<file path="src/rtl/core/spl_pkg.sv">
// ============================================================================
// spl_pkg
// Types and constants shared by the servo position link engine.
// ============================================================================
package spl_pkg;

  // input op codes
  localparam logic [1:0] OP_RX    = 2'd0;
  localparam logic [1:0] OP_TICK  = 2'd1;
  localparam logic [1:0] OP_WRITE = 2'd2;
  localparam logic [1:0] OP_HOLD  = 2'd3;

  // result kinds
  localparam logic [1:0] KIND_TX    = 2'd0;
  localparam logic [1:0] KIND_FRAME = 2'd1;
  localparam logic [1:0] KIND_ACK   = 2'd2;

  localparam logic [7:0] TX_ID_MARK     = 8'h80;
  localparam logic [1:0] FRAME_LAST_IDX = 2'd2;
  localparam logic [3:0] SERVO_COUNT_RST = 4'd1;

  localparam int Q_DEPTH = 2;
  localparam int Q_PTR_W = $clog2(Q_DEPTH);
  localparam int Q_CNT_W = $clog2(Q_DEPTH + 1);

  typedef struct packed {
    logic [1:0]  op;
    logic [7:0]  rx_byte;
    logic [2:0]  slot;
    logic [4:0]  slot_id;
    logic [13:0] goal_in;
    logic        torque_in;
  } in_item_t;

  typedef struct packed {
    logic [1:0]  kind;
    logic [7:0]  tx_byte;
    logic        last;
    logic [4:0]  report_id;
    logic [13:0] report_position;
    logic        matched;
  } out_item_t;

  typedef enum logic [2:0] {
    CMD_ACK,
    CMD_FRAME,
    CMD_TICK,
    CMD_WRITE,
    CMD_HOLD
  } cmd_code_t;

  // bus_id/value carry the decoded id/position for CMD_FRAME
  typedef struct packed {
    cmd_code_t   code;
    logic [2:0]  slot;
    logic [4:0]  bus_id;
    logic [13:0] value;
    logic        torque;
  } cmd_t;

  typedef struct packed {
    logic               full;
    logic               empty;
    logic [Q_CNT_W-1:0] count;
  } q_status_t;

  typedef enum logic {
    BK_IDLE,
    BK_RUN
  } back_state_t;

endpackage

</file>
<file path="src/rtl/core/servo_position_link_engine.sv">
// ============================================================================
// servo_position_link_engine
// Servo slot table with round-robin position frames out, receive frame decode.
// ============================================================================
// The first result is registered after the item has passed the command queue
// and the command register. In the back-end sequencer a single-result item
// is a command pop, then a result beat; a send tick is a pop, then tx beats
// for the id and both position bytes. An empty-count tick is dropped at pop.
// Reset (rst_n, synchronous, active low): slot table, frame assembler, queue,
// pointer and output cleared; servo_count returns to 1.
module servo_position_link_engine #(
  parameter int SLOT_COUNT = 8
) (
  input  logic               clk,
  input  logic               rst_n,
  // configuration: servo_count
  input  logic               cfg_we,
  input  logic [3:0]         cfg_wdata,
  // input items
  input  logic               in_valid,
  output logic               in_ready,
  input  spl_pkg::in_item_t  in_item,
  // result items
  output logic               out_valid,
  input  logic               out_ready,
  output spl_pkg::out_item_t out_item
);
  import spl_pkg::*;

  logic      [3:0] servo_count_r;
  logic            q_ready;
  logic            q_push;
  cmd_t            q_push_cmd;
  logic            q_pop;
  logic            q_valid;
  cmd_t            q_pop_cmd;
  q_status_t       q_stat;

  // servo_count: user must write it only while the engine is idle; not enforced
  always_ff @(posedge clk) begin
    if (!rst_n) begin
      servo_count_r <= SERVO_COUNT_RST;
    end else if (cfg_we) begin
      servo_count_r <= cfg_wdata;
    end
  end

  // front: accepts items, assembles 3-byte rx frames, classifies into commands
  spl_front u_front (
    .clk      (clk),
    .rst_n    (rst_n),
    .in_valid (in_valid),
    .in_ready (in_ready),
    .in_item  (in_item),
    .q_ready  (q_ready),
    .q_push   (q_push),
    .q_cmd    (q_push_cmd)
  );

  // two-entry command queue decouples intake from execution
  spl_queue u_queue (
    .clk        (clk),
    .rst_n      (rst_n),
    .push       (q_push),
    .push_cmd   (q_push_cmd),
    .push_ready (q_ready),
    .pop        (q_pop),
    .pop_valid  (q_valid),
    .pop_cmd    (q_pop_cmd),
    .status     (q_stat)
  );

  // back: slot table, round-robin sender, result register
  spl_back #(
    .SLOT_COUNT (SLOT_COUNT)
  ) u_back (
    .clk         (clk),
    .rst_n       (rst_n),
    .servo_count (servo_count_r),
    .q_valid     (q_valid),
    .q_cmd       (q_pop_cmd),
    .q_pop       (q_pop),
    .out_valid   (out_valid),
    .out_ready   (out_ready),
    .out_item    (out_item)
  );

  // ---------------------------------------------------------------- checks
  // only tx beats may be non-final
  a_single_last: assert property (@(posedge clk) disable iff (!rst_n)
    out_valid && (out_item.kind != KIND_TX) |-> out_item.last)
    else $error("non-tx result without last");

  // matched only appears on frame reports
  a_matched_frame: assert property (@(posedge clk) disable iff (!rst_n)
    out_valid && out_item.matched |-> (out_item.kind == KIND_FRAME))
    else $error("matched set outside frame report");

  // queue occupancy bounded and front stalls when full
  a_queue_bound: assert property (@(posedge clk) disable iff (!rst_n)
    (q_stat.count <= Q_CNT_W'(Q_DEPTH)) && (!q_stat.full || !in_ready))
    else $error("queue occupancy or backpressure broken");

  // reset empties the result register
  a_reset_out: assert property (@(posedge clk)
    !rst_n |=> !out_valid)
    else $error("result valid after reset");

endmodule

</file>
<file path="src/rtl/core/spl_front.sv">
// ============================================================================
// spl_front
// Accepts input items, assembles receive frames and issues back-end commands.
// ============================================================================
module spl_front (
  input  logic              clk,
  input  logic              rst_n,
  input  logic              in_valid,
  output logic              in_ready,
  input  spl_pkg::in_item_t in_item,
  input  logic              q_ready,
  output logic              q_push,
  output spl_pkg::cmd_t     q_cmd
);
  import spl_pkg::*;

  logic [1:0] fidx_r;
  logic [1:0] fidx_nxt;
  logic [7:0] byte0_r;
  logic [7:0] byte1_r;
  logic       frame_done;

  assign in_ready   = q_ready;
  assign q_push     = in_valid && q_ready;
  assign frame_done = (fidx_r == FRAME_LAST_IDX);
  assign fidx_nxt   = fidx_r + 2'd1;

  always_comb begin
    q_cmd        = '0;
    q_cmd.slot   = in_item.slot;
    q_cmd.bus_id = in_item.slot_id;
    q_cmd.value  = in_item.goal_in;
    q_cmd.torque = in_item.torque_in;
    unique case (in_item.op)
      OP_RX: begin
        if (frame_done) begin
          q_cmd.code   = CMD_FRAME;
          q_cmd.bus_id = byte0_r[4:0];
          q_cmd.value  = {byte1_r[6:0], in_item.rx_byte[6:0]};
        end else begin
          q_cmd.code = CMD_ACK;
        end
      end
      OP_TICK:  q_cmd.code = CMD_TICK;
      OP_WRITE: q_cmd.code = CMD_WRITE;
      OP_HOLD:  q_cmd.code = CMD_HOLD;
      default:  q_cmd.code = CMD_ACK;
    endcase
  end

  always_ff @(posedge clk) begin
    if (!rst_n) begin
      fidx_r  <= '0;
      byte0_r <= '0;
      byte1_r <= '0;
    end else if (q_push && (in_item.op == OP_RX)) begin
      if (frame_done) begin
        fidx_r  <= '0;
        byte0_r <= '0;
        byte1_r <= '0;
      end else begin
        if (fidx_r == 2'd0) begin
          byte0_r <= in_item.rx_byte;
        end else begin
          byte1_r <= in_item.rx_byte;
        end
        fidx_r <= fidx_nxt;
      end
    end
  end

endmodule

</file>
<file path="src/rtl/core/spl_queue.sv">
// ============================================================================
// spl_queue
// Short command queue between the front and back parts.
// ============================================================================
module spl_queue (
  input  logic                clk,
  input  logic                rst_n,
  input  logic                push,
  input  spl_pkg::cmd_t       push_cmd,
  output logic                push_ready,
  input  logic                pop,
  output logic                pop_valid,
  output spl_pkg::cmd_t       pop_cmd,
  output spl_pkg::q_status_t  status
);
  import spl_pkg::*;

  cmd_t               mem_r [Q_DEPTH];
  logic [Q_PTR_W-1:0] wr_ptr_r;
  logic [Q_PTR_W-1:0] rd_ptr_r;
  logic [Q_CNT_W-1:0] count_r;
  logic               do_push;
  logic               do_pop;

  assign status.full  = (count_r == Q_CNT_W'(Q_DEPTH));
  assign status.empty = (count_r == '0);
  assign status.count = count_r;

  assign push_ready = !status.full;
  assign pop_valid  = !status.empty;
  assign pop_cmd    = mem_r[rd_ptr_r];
  assign do_push    = push && !status.full;
  assign do_pop     = pop && !status.empty;

  always_ff @(posedge clk) begin
    if (do_push) begin
      mem_r[wr_ptr_r] <= push_cmd;
    end
  end

  always_ff @(posedge clk) begin
    if (!rst_n) begin
      wr_ptr_r <= '0;
      rd_ptr_r <= '0;
      count_r  <= '0;
    end else begin
      if (do_push) begin
        wr_ptr_r <= wr_ptr_r + Q_PTR_W'(1);
      end
      if (do_pop) begin
        rd_ptr_r <= rd_ptr_r + Q_PTR_W'(1);
      end
      if (do_push && !do_pop) begin
        count_r <= count_r + Q_CNT_W'(1);
      end else if (do_pop && !do_push) begin
        count_r <= count_r - Q_CNT_W'(1);
      end
    end
  end

endmodule

</file>
<file path="src/rtl/core/spl_back.sv">
// ============================================================================
// spl_back
// Executes commands against the slot table and drives the result register.
// ============================================================================
module spl_back #(
  parameter int SLOT_COUNT = 8
) (
  input  logic               clk,
  input  logic               rst_n,
  input  logic [3:0]         servo_count,
  input  logic               q_valid,
  input  spl_pkg::cmd_t      q_cmd,
  output logic               q_pop,
  output logic               out_valid,
  input  logic               out_ready,
  output spl_pkg::out_item_t out_item
);
  import spl_pkg::*;

  localparam int IW = (SLOT_COUNT > 1) ? $clog2(SLOT_COUNT) : 1;
  localparam int CW = ($clog2(SLOT_COUNT + 1) > 4) ? $clog2(SLOT_COUNT + 1) : 4;

  back_state_t state_r;
  back_state_t state_nxt;
  cmd_t        cmd_r;
  logic [1:0]  beat_r;
  logic [IW-1:0] next_slot_r;

  logic [4:0]  id_r      [SLOT_COUNT];
  logic        torque_r  [SLOT_COUNT];
  logic [13:0] goal_r    [SLOT_COUNT];
  logic [13:0] present_r [SLOT_COUNT];

  logic        out_valid_r;
  out_item_t   out_r;
  out_item_t   out_nxt;

  logic [CW-1:0] cnt;
  logic [IW-1:0] cur;
  logic [CW-1:0] cur_inc;
  logic [IW-1:0] next_slot_nxt;
  logic          s_ok;
  logic [IW-1:0] s_idx;
  logic [IW-1:0] rd_idx;
  logic [4:0]    rd_id;
  logic          rd_torque;
  logic [13:0]   rd_goal;
  logic [13:0]   rd_present;
  logic [13:0]   tick_val;
  logic [SLOT_COUNT-1:0] hit_vec;
  logic          take;
  logic          drop;
  logic          emit;
  logic          last_beat;

  // active slot count, clipped to the table size
  assign cnt = (CW'(servo_count) > CW'(SLOT_COUNT)) ? CW'(SLOT_COUNT) : CW'(servo_count);
  // stale pointer after the count was lowered restarts at slot 0
  assign cur           = (CW'(next_slot_r) < cnt) ? next_slot_r : '0;
  assign cur_inc       = CW'(cur) + CW'(1);
  assign next_slot_nxt = (cur_inc == cnt) ? '0 : IW'(cur_inc);

  assign s_ok  = (32'(cmd_r.slot) < SLOT_COUNT);
  assign s_idx = IW'(cmd_r.slot);

  assign rd_idx     = (cmd_r.code == CMD_TICK) ? cur : s_idx;
  assign rd_id      = id_r[rd_idx];
  assign rd_torque  = torque_r[rd_idx];
  assign rd_goal    = goal_r[rd_idx];
  assign rd_present = present_r[rd_idx];
  assign tick_val   = rd_torque ? rd_goal : '0;

  always_comb begin
    for (int i = 0; i < SLOT_COUNT; i++) begin
      hit_vec[i] = (CW'(i) < cnt) && (id_r[i] == cmd_r.bus_id);
    end
  end

  assign take      = (state_r == BK_IDLE) && q_valid;
  assign drop      = (q_cmd.code == CMD_TICK) && (cnt == '0);
  assign q_pop     = take;
  assign emit      = (state_r == BK_RUN) && (!out_valid_r || out_ready);
  assign last_beat = (cmd_r.code != CMD_TICK) || (beat_r == 2'd2);

  // next state
  always_comb begin
    state_nxt = state_r;
    unique case (state_r)
      BK_IDLE: begin
        if (take && !drop) begin
          state_nxt = BK_RUN;
        end
      end
      BK_RUN: begin
        if (emit && last_beat) begin
          state_nxt = BK_IDLE;
        end
      end
      default: state_nxt = BK_IDLE;
    endcase
  end

  // result of the current beat
  always_comb begin
    out_nxt      = '0;
    out_nxt.kind = KIND_ACK;
    out_nxt.last = 1'b1;
    unique case (cmd_r.code)
      CMD_FRAME: begin
        out_nxt.kind            = KIND_FRAME;
        out_nxt.report_id       = cmd_r.bus_id;
        out_nxt.report_position = cmd_r.value;
        out_nxt.matched         = |hit_vec;
      end
      CMD_TICK: begin
        out_nxt.kind = KIND_TX;
        out_nxt.last = (beat_r == 2'd2);
        case (beat_r)
          2'd0:    out_nxt.tx_byte = TX_ID_MARK + {3'b000, rd_id};
          2'd1:    out_nxt.tx_byte = {1'b0, tick_val[13:7]};
          default: out_nxt.tx_byte = {1'b0, tick_val[6:0]};
        endcase
      end
      CMD_HOLD: begin
        out_nxt.report_position = s_ok ? rd_present : '0;
      end
      default: ;
    endcase
  end

  always_ff @(posedge clk) begin
    if (!rst_n) begin
      state_r     <= BK_IDLE;
      beat_r      <= '0;
      next_slot_r <= '0;
      out_valid_r <= 1'b0;
      for (int i = 0; i < SLOT_COUNT; i++) begin
        id_r[i]      <= '0;
        torque_r[i]  <= 1'b0;
        goal_r[i]    <= '0;
        present_r[i] <= '0;
      end
    end else begin
      state_r <= state_nxt;
      if (take) begin
        beat_r <= '0;
      end else if (emit) begin
        beat_r <= beat_r + 2'd1;
      end

      if (emit) begin
        out_valid_r <= 1'b1;
      end else if (out_ready) begin
        out_valid_r <= 1'b0;
      end

      if (emit) begin
        case (cmd_r.code)
          CMD_FRAME: begin
            for (int i = 0; i < SLOT_COUNT; i++) begin
              if (hit_vec[i]) begin
                present_r[i] <= cmd_r.value;
              end
            end
          end
          CMD_WRITE: begin
            if (s_ok) begin
              id_r[s_idx]     <= cmd_r.bus_id;
              goal_r[s_idx]   <= cmd_r.value;
              torque_r[s_idx] <= cmd_r.torque;
            end
          end
          CMD_HOLD: begin
            if (s_ok && rd_torque) begin
              goal_r[s_idx] <= rd_present;
            end
          end
          CMD_TICK: begin
            if (last_beat) begin
              next_slot_r <= next_slot_nxt;
            end
          end
          default: ;
        endcase
      end
    end
  end

  always_ff @(posedge clk) begin
    if (take) begin
      cmd_r <= q_cmd;
    end
    if (emit) begin
      out_r <= out_nxt;
    end
  end

  assign out_valid = out_valid_r;
  assign out_item  = out_r;

endmodule

</file>
<file path="config.mk">
export PLATFORM = sky130hd
export DESIGN_NAME = servo_position_link_engine
export DESIGN_NICKNAME = d
export VERILOG_FILES = /design/src/rtl/core/spl_pkg.sv /design/src/rtl/core/servo_position_link_engine.sv /design/src/rtl/core/spl_front.sv /design/src/rtl/core/spl_queue.sv /design/src/rtl/core/spl_back.sv
export SDC_FILE = /design/constraint.sdc
export NUM_CORES = 1
export LEC_CHECK = 0
export ABC_AREA = 0
export BUFFER_PORTS_ARGS = -buffer_cell sky130_fd_sc_hd__buf_2
export CAP_MARGIN = 20
export CORE_MARGIN = 3
export CORE_UTILIZATION = 45
export DETAILED_ROUTE_END_ITERATION = 12
export PLACE_DENSITY_LB_ADDON = 0.15
export SLEW_MARGIN = 10
export SYNTH_ARGS = -nofsm -noshare
export SYNTH_HDL_FRONTEND = slang
export SYNTH_HIERARCHICAL = 1
export SYNTH_SLANG_ARGS = --single-unit
export TNS_END_PERCENT = 10
</file>
<file path="constraint.sdc">
create_clock -name clk -period 4.6 [get_ports clk]
set_clock_uncertainty 0.05 [all_clocks]
set_input_delay 1.38 -clock clk [delete_from_list [all_inputs] [get_ports clk]]
set_output_delay 1.38 -clock clk [all_outputs]
set_load 0.01 [all_outputs]
</file>
==> qor.yml, run 1 <==
fp.dieH_um: 212.6
grt_pass1_vias: 13020
fin_cells: 2299
clock_latency_ps: 590
crit_type: "reg2reg"
reg2reg_from: "servo_count_r[3]"
max_freq_ghz: 0.2432
n_antenna_cell: 0
routedWlPerCell_um: 22.95
cts_setup_buffers: 0
layout-drive-gt1-share: 0.1648
areaGrowthSynthToFinish_pct: 13.01
gr-total-overflow: 0
cp_data_required_time_ps: 4830
min_path_type: "reg2reg"
vias_per_cell: 5.870
hold_viol_final: 0
cts-hold-fix-buffers: 0
ff2ff_path_depth: 10
routabilityCongestion: 0.8343
grt_pass1_wl_um: 78980
drv_slew: 0
grt_max_degree: 74
boundaryPins: 75
cp-start-kind: "register"
fillers: 3720
highest-signal-layer: "met4"
post_dp_cell_area_mm2: 0.02021
dp_hpwl_um: 34550
final_area_mm2: 0.02170
yosysWarningCount: 6
cellLeakagePower_nw: 7.913
rows: 75
min_period_ps: 4111
status: "complete, no violations"
drv_cap: 0
rrSetupSlack_ps: 490
nNetsFinal: 1777
fin_crit_sh: 0.8937
io_buffers: 73
rsz0062_at_grt: "false"
syn-instance-count: 1672
crit_path_end_kind: "register"
cts-resized-gates: 0
core_mm2: 0.04204
timing.rr.end: "u_back/goal_r[2][3]"
dp.cells: 2217
setup_viol: 0
initialDrtViolationCount: 1386
drt_first_pass_iters: 5
critical_path.startpoint: "servo_count_r[3]"
clk_path_buf_depth: 3
worstPathArrival_ps: 4340
setup_tns_ps: 0
whs_endpoint: "u_front/byte0_r[0]"
max_slew_margin: 0.2543
fin_util: 0.5162
cts_tree: "done"
drc: 0
drt-total-wl_um: 52760
ant_nets: 0
wl_met1_um: 23100
cts.sinks: 411
avgSynthCellArea_um2: 11.49
wl_met3_um: 3537
die-area_mm2: 0.04519
dr_wl_met2_um: 24190
min_from: "u_front/byte0_r[0]"
ctsHtreeMaxLevel: 2
worst-path-max-fanout: 53
cts_made_buffers: 44
vdd_drop_max_mv: 0.3695
antenna_found_initial: 0
clkTransAtPathRegs_ps: 60
vias: 13500
die_w_um: 212.6
tightest_slew_ps: 1113
syn_nets: 1724
root_buffer: "clkbuf_16"
synth_area_mm2: 0.01920
worstHoldPathCells: 2
grtUsageTotal: 0.2322
initial_core_util: 0.4568
powerDensity_mw_per_mm2: 596.0
## worst max-delay path, stage by stage (launching register included)
cell and delay (ps):
dfxtp_1 590, nand2b_1 170, ha_1 220, o21ai_1 240, o21a_1 210, o211ai_1 150, nand2_2 440, buf_12 350
nand3_1 150, a31oi_1 920, o21ai_0 250
## worst max-delay path by stage
stage	to	slack (ps)	depth (start not counted)
2_1_floorplan	u_back/goal_r[0][0]	470	8
3_3_place_gp	u_back/out_item[1]	700	10
3_5_place_dp	u_back/goal_r[2][3]	640	10
4_1_cts	u_back/goal_r[7][3]	610	10
5_1_grt	u_back/goal_r[7][3]	300	10
6_report	u_back/goal_r[2][3]	490	10
## stage by stage
step	power [mW]	worst slack [ps]	hold WS, ps
5_1_grt	13.53	299.2	425.1
4_1_cts	12.99	614.8	407.1
3_3_place_gp	9.267	698.2	384.6
3_5_place_dp	9.306	639.5	397.1
2_1_floorplan	7.696	474.8	378.2
6_report	12.93	488.9	404.6
## sequential cells by signal, summed over array words and instances (netlist names), 3 cells and up, named ones only
register,flops
u_back/id_r,40
u_back/torque_r,8
u_back/next_slot_r,3
u_back/cmd_r,23
servo_count_r,4
u_back/present_r,112
u_front/byte1_r,7
u_queue/mem_r,52
u_back/goal_r,112
u_front/byte0_r,5
u_back/out_item,31
u_back/s_idx,3
## layout make-up
cell class,count,area [um2],share of cell area
clock buffer,55,1142,0.05264
clock inverter,26,341.6,0.01574
inverter,27,101.3,0.004670
multi-input combinational,1105,6618,0.3049
sequential,411,11960,0.5512
tap,539,674.4,0.03108
timing repair buffer,136,863.3,0.03978
## metal layers
| layer | track usage | up-vias |
|---|---|---|
| li1 | - | 6217 |
| met1 | 0.3310 | 6653 |
| met2 | 0.3585 | 516 |
| met3 | 0.04073 | 110 |
| met4 | 0.08695 | 0 |
| met5 | 0 | - |
## placed cells by master (no fill, tap or decap), types with 6 or more instances in the layout
master / n
clkinv_1: 6
dfxtp_1: 38
buf_2: 73
nor2b_1: 6
a31oi_1: 10
a21boi_1: 7
ha_1: 10
inv_1: 25
nand2b_1: 8
a22oi_1: 15
nand3_1: 118
xnor2_1: 20
clkbuf_1: 11
and2_1: 13
o21ai_1: 13
nor3_1: 8
o21ai_0: 38
mux2_2: 47
a22o_2: 7
edfxtp_1: 373
a21oi_1: 45
or3b_1: 6
bufinv_16: 7
mux2i_1: 21
clkbuf_16: 44
nor2_1: 146
clkinv_2: 7
xor2_1: 28
a22o_1: 76
a32o_1: 39
nand2_1: 316
buf_4: 61
and3_1: 22
## power breakdown
group          switching (mW)  leakage (nW)  total (mW)  internal [mW]
clock network            1.50         0.719        3.67           2.17
registers               0.517          3.99        5.26           4.75
logic                    2.82          3.20        4.00           1.18
(Power assumes the default switching activity.)
==> run 2, diff against run 1 <==
--- a/config.mk
+++ b/config.mk
@@ -5,7 +5,7 @@
 export SDC_FILE = /design/constraint.sdc
 export NUM_CORES = 1
 export LEC_CHECK = 0
-export ABC_AREA = 0
+export ABC_AREA = 1
 export BUFFER_PORTS_ARGS = -buffer_cell sky130_fd_sc_hd__buf_2
 export CAP_MARGIN = 20
 export CORE_MARGIN = 3
==> run 2 against run 1 <==
Compared with the run above: critical path depth up 7; non-clock buffer count down 14; clock power down 5.4%; first-iteration DRC count down 14%; highest routed layer is now met5; final cell count up 12%; sequential power down 4%; setup slack better by 310 ps; wire length down 4.4%; sequential cell count unchanged; utilization down 0.52 points; clock-buffer cell count up 4.
==> qor.yml, run 2 <==
cp_data_required_time_ps: 4750
initial_core_util: 0.4568
grtUsageTotal: 0.2243
tightest_slew_ps: 863.2
max_freq_ghz: 0.2629
cp-start-kind: "register"
grt_max_degree: 72
cts.sinks: 411
avgSynthCellArea_um2: 9.911
core_mm2: 0.04213
vias_per_cell: 5.344
cts_made_buffers: 46
drt_first_pass_iters: 5
root_buffer: "clkbuf_16"
synth_edf_count: 373
final_common_cell: "nand2_1"
synthArstFlopShare: 0
finalPower_mw: 13.10
min_path_type: "reg2reg"
drt-total-wl_um: 50430
layout-drive-gt1-share: 0.1339
setup_tns_ps: 0
synth_flop_cell: "edfxtp_1"
dp_hpwl_um: 33740
grt_pass1_wl_um: 76490
nNetsFinal: 2061
antenna_found_initial: 1
vdd_drop_max_mv: 0.2884
synth_top_cell_by_area: "edfxtp_1"
powerDensity_mw_per_mm2: 608.5
drv_cap: 0
clkTransAtPathRegs_ps: 60
syn_nets: 1994
ys_top_cells_by_area: "edfxtp_1, nand2_1, nor2_1, nand3_1, dfxtp_1"
worstPathArrival_ps: 3950
gr-total-overflow: 0
cts_tree: "done"
syn-instance-count: 1942
reg.largest.list: "u_back/goal_r (112), u_back/present_r (112), u_queue/mem_r (52)"
max_slew_margin: 0.4246
drc: 0
setup_viol: 0
die_w_um: 212.8
min_period_ps: 3804
drv_slew: 0
routedWlPerCell_um: 19.51
routabilityCongestion: 0.8444
n_antenna_cell: 0
yosysWarningCount: 6
clock_latency_ps: 570
worst-path-max-fanout: 27
cts-hold-fix-buffers: 0
fin_crit_sh: 0.8270
crit_end: "u_back/goal_r[3][12]"
synth_area_mm2: 0.01925
yosysMostFrequentCell: "nand2_1"
synth.top_cell.area_share: 0.5819
layout_common_cells: "nand2_1, edfxtp_1, nor2_1, nand3_1, inv_1"
ys_ff_latch: 411
rsz0062_at_grt: "false"
grt_pass1_vias: 13190
ctsHtreeMaxLevel: 2
ant_nets: 0
synthDistinctLibCells: 47
rrSetupSlack_ps: 800
crit_path_end_kind: "register"
timing.rr.end: "u_back/goal_r[3][12]"
initialDrtViolationCount: 1196
vias: 13820
rows: 75
synthTopCellsByCount: "nand2_1, edfxtp_1, nor2_1, nand3_1, inv_1"
hold_viol_final: 0
crit_type: "reg2reg"
boundaryPins: 75
critical_path.startpoint: "servo_count_r[3]"
reg2reg_from: "servo_count_r[3]"
cts-resized-gates: 0
cts_setup_buffers: 0
synth_seq_area_share: 0.6215
status: "complete, no violations"
areaGrowthSynthToFinish_pct: 11.86
die-area_mm2: 0.04529
ff2ff_path_depth: 17
cellLeakagePower_nw: 8.730
io_buffers: 73
fp.dieH_um: 212.8
clk_path_buf_depth: 3
-- run 2: metrics by stage --
step                      hold WS (ps)  instance area, um2  instances  setup slack [ps]  utilization
after floorplan                  393.5               19250       1942             871.4            -
after global placement           406.8               20110       2500             842.5       0.4774
after detailed placement         412.4               20110       2500             801.1       0.4774
after CTS                        420.4               21530       2585             788.9       0.5110
after global routing             445.9               21530       2585             426.0       0.5110
final                            422.3               21530       2585             795.7       0.5110
-- run 2: worst min path at each step --
| stage | start | end | slack [ps] | cells after the start |
|---|---|---|---|---|
| after floorplan | u_front/byte1_r[5] | u_front/byte1_r[5] | 390 | 2 |
| after global placement | u_front/byte1_r[6] | u_front/byte1_r[6] | 410 | 2 |
| after detailed placement | u_front/byte1_r[6] | u_front/byte1_r[6] | 410 | 2 |
| after CTS | u_front/byte1_r[6] | u_front/byte1_r[6] | 420 | 2 |
| after global routing | u_front/byte1_r[6] | u_front/byte1_r[6] | 450 | 2 |
| final | u_front/byte1_r[6] | u_front/byte1_r[6] | 420 | 2 |
-- run 2: routing by layer --
metal	up-vias	wire length, um	track usage	part of all wire
met5	-	5	0	0.000099
met4	2	1512	0.07869	0.030
met3	89	3533	0.04261	0.070
met2	511	23420	0.3614	0.46
met1	6576	21960	0.3064	0.44
li1	6637	-	-	-
-- run 2: power by group --
part	total, mW	switching, mW	internal (mW)
Combinational	4.57	3.25	1.32
Sequential	5.06	0.359	4.70
Clock	3.47	1.47	2.00
-- run 2: cell families after synthesis --
family | Yosys count | share of synthesized area
buffers and inverters | 256 | 0.05935
AND/OR/NAND/NOR | 1083 | 0.2338
multiplexers | 26 | 0.01911
AO/OA/AOI/OAI | 139 | 0.05201
XOR/XNOR | 17 | 0.007736
adder cells (fa/ha/maj) | 10 | 0.006501
flip-flops | 411 | 0.6215
-- run 2: worst max-delay path, cell delays in order (launching register included) --
cell and delay (ps):
dfxtp_1 410, nor2_1 190, inv_1 110, ha_1 290
inv_1 30, nor2_1 110, nand2_2 100, nand3_1 190
nand2_2 130, nand2_2 480, nand2_1 100, nand3_1 90
nand3_1 80, nand2_1 130, nand2_2 110, nand2_2 140
nand2_1 100, nand2_1 570
-- run 2: final cells by class --
type	count	area, um2
tap	539	674.4
clock buffer	59	1231
fill	3848	20600
inverter	153	574.3
sequential	411	11960
timing repair buffer	122	745.7
clock inverter	26	185.2
multi-input combinational	1275	6158
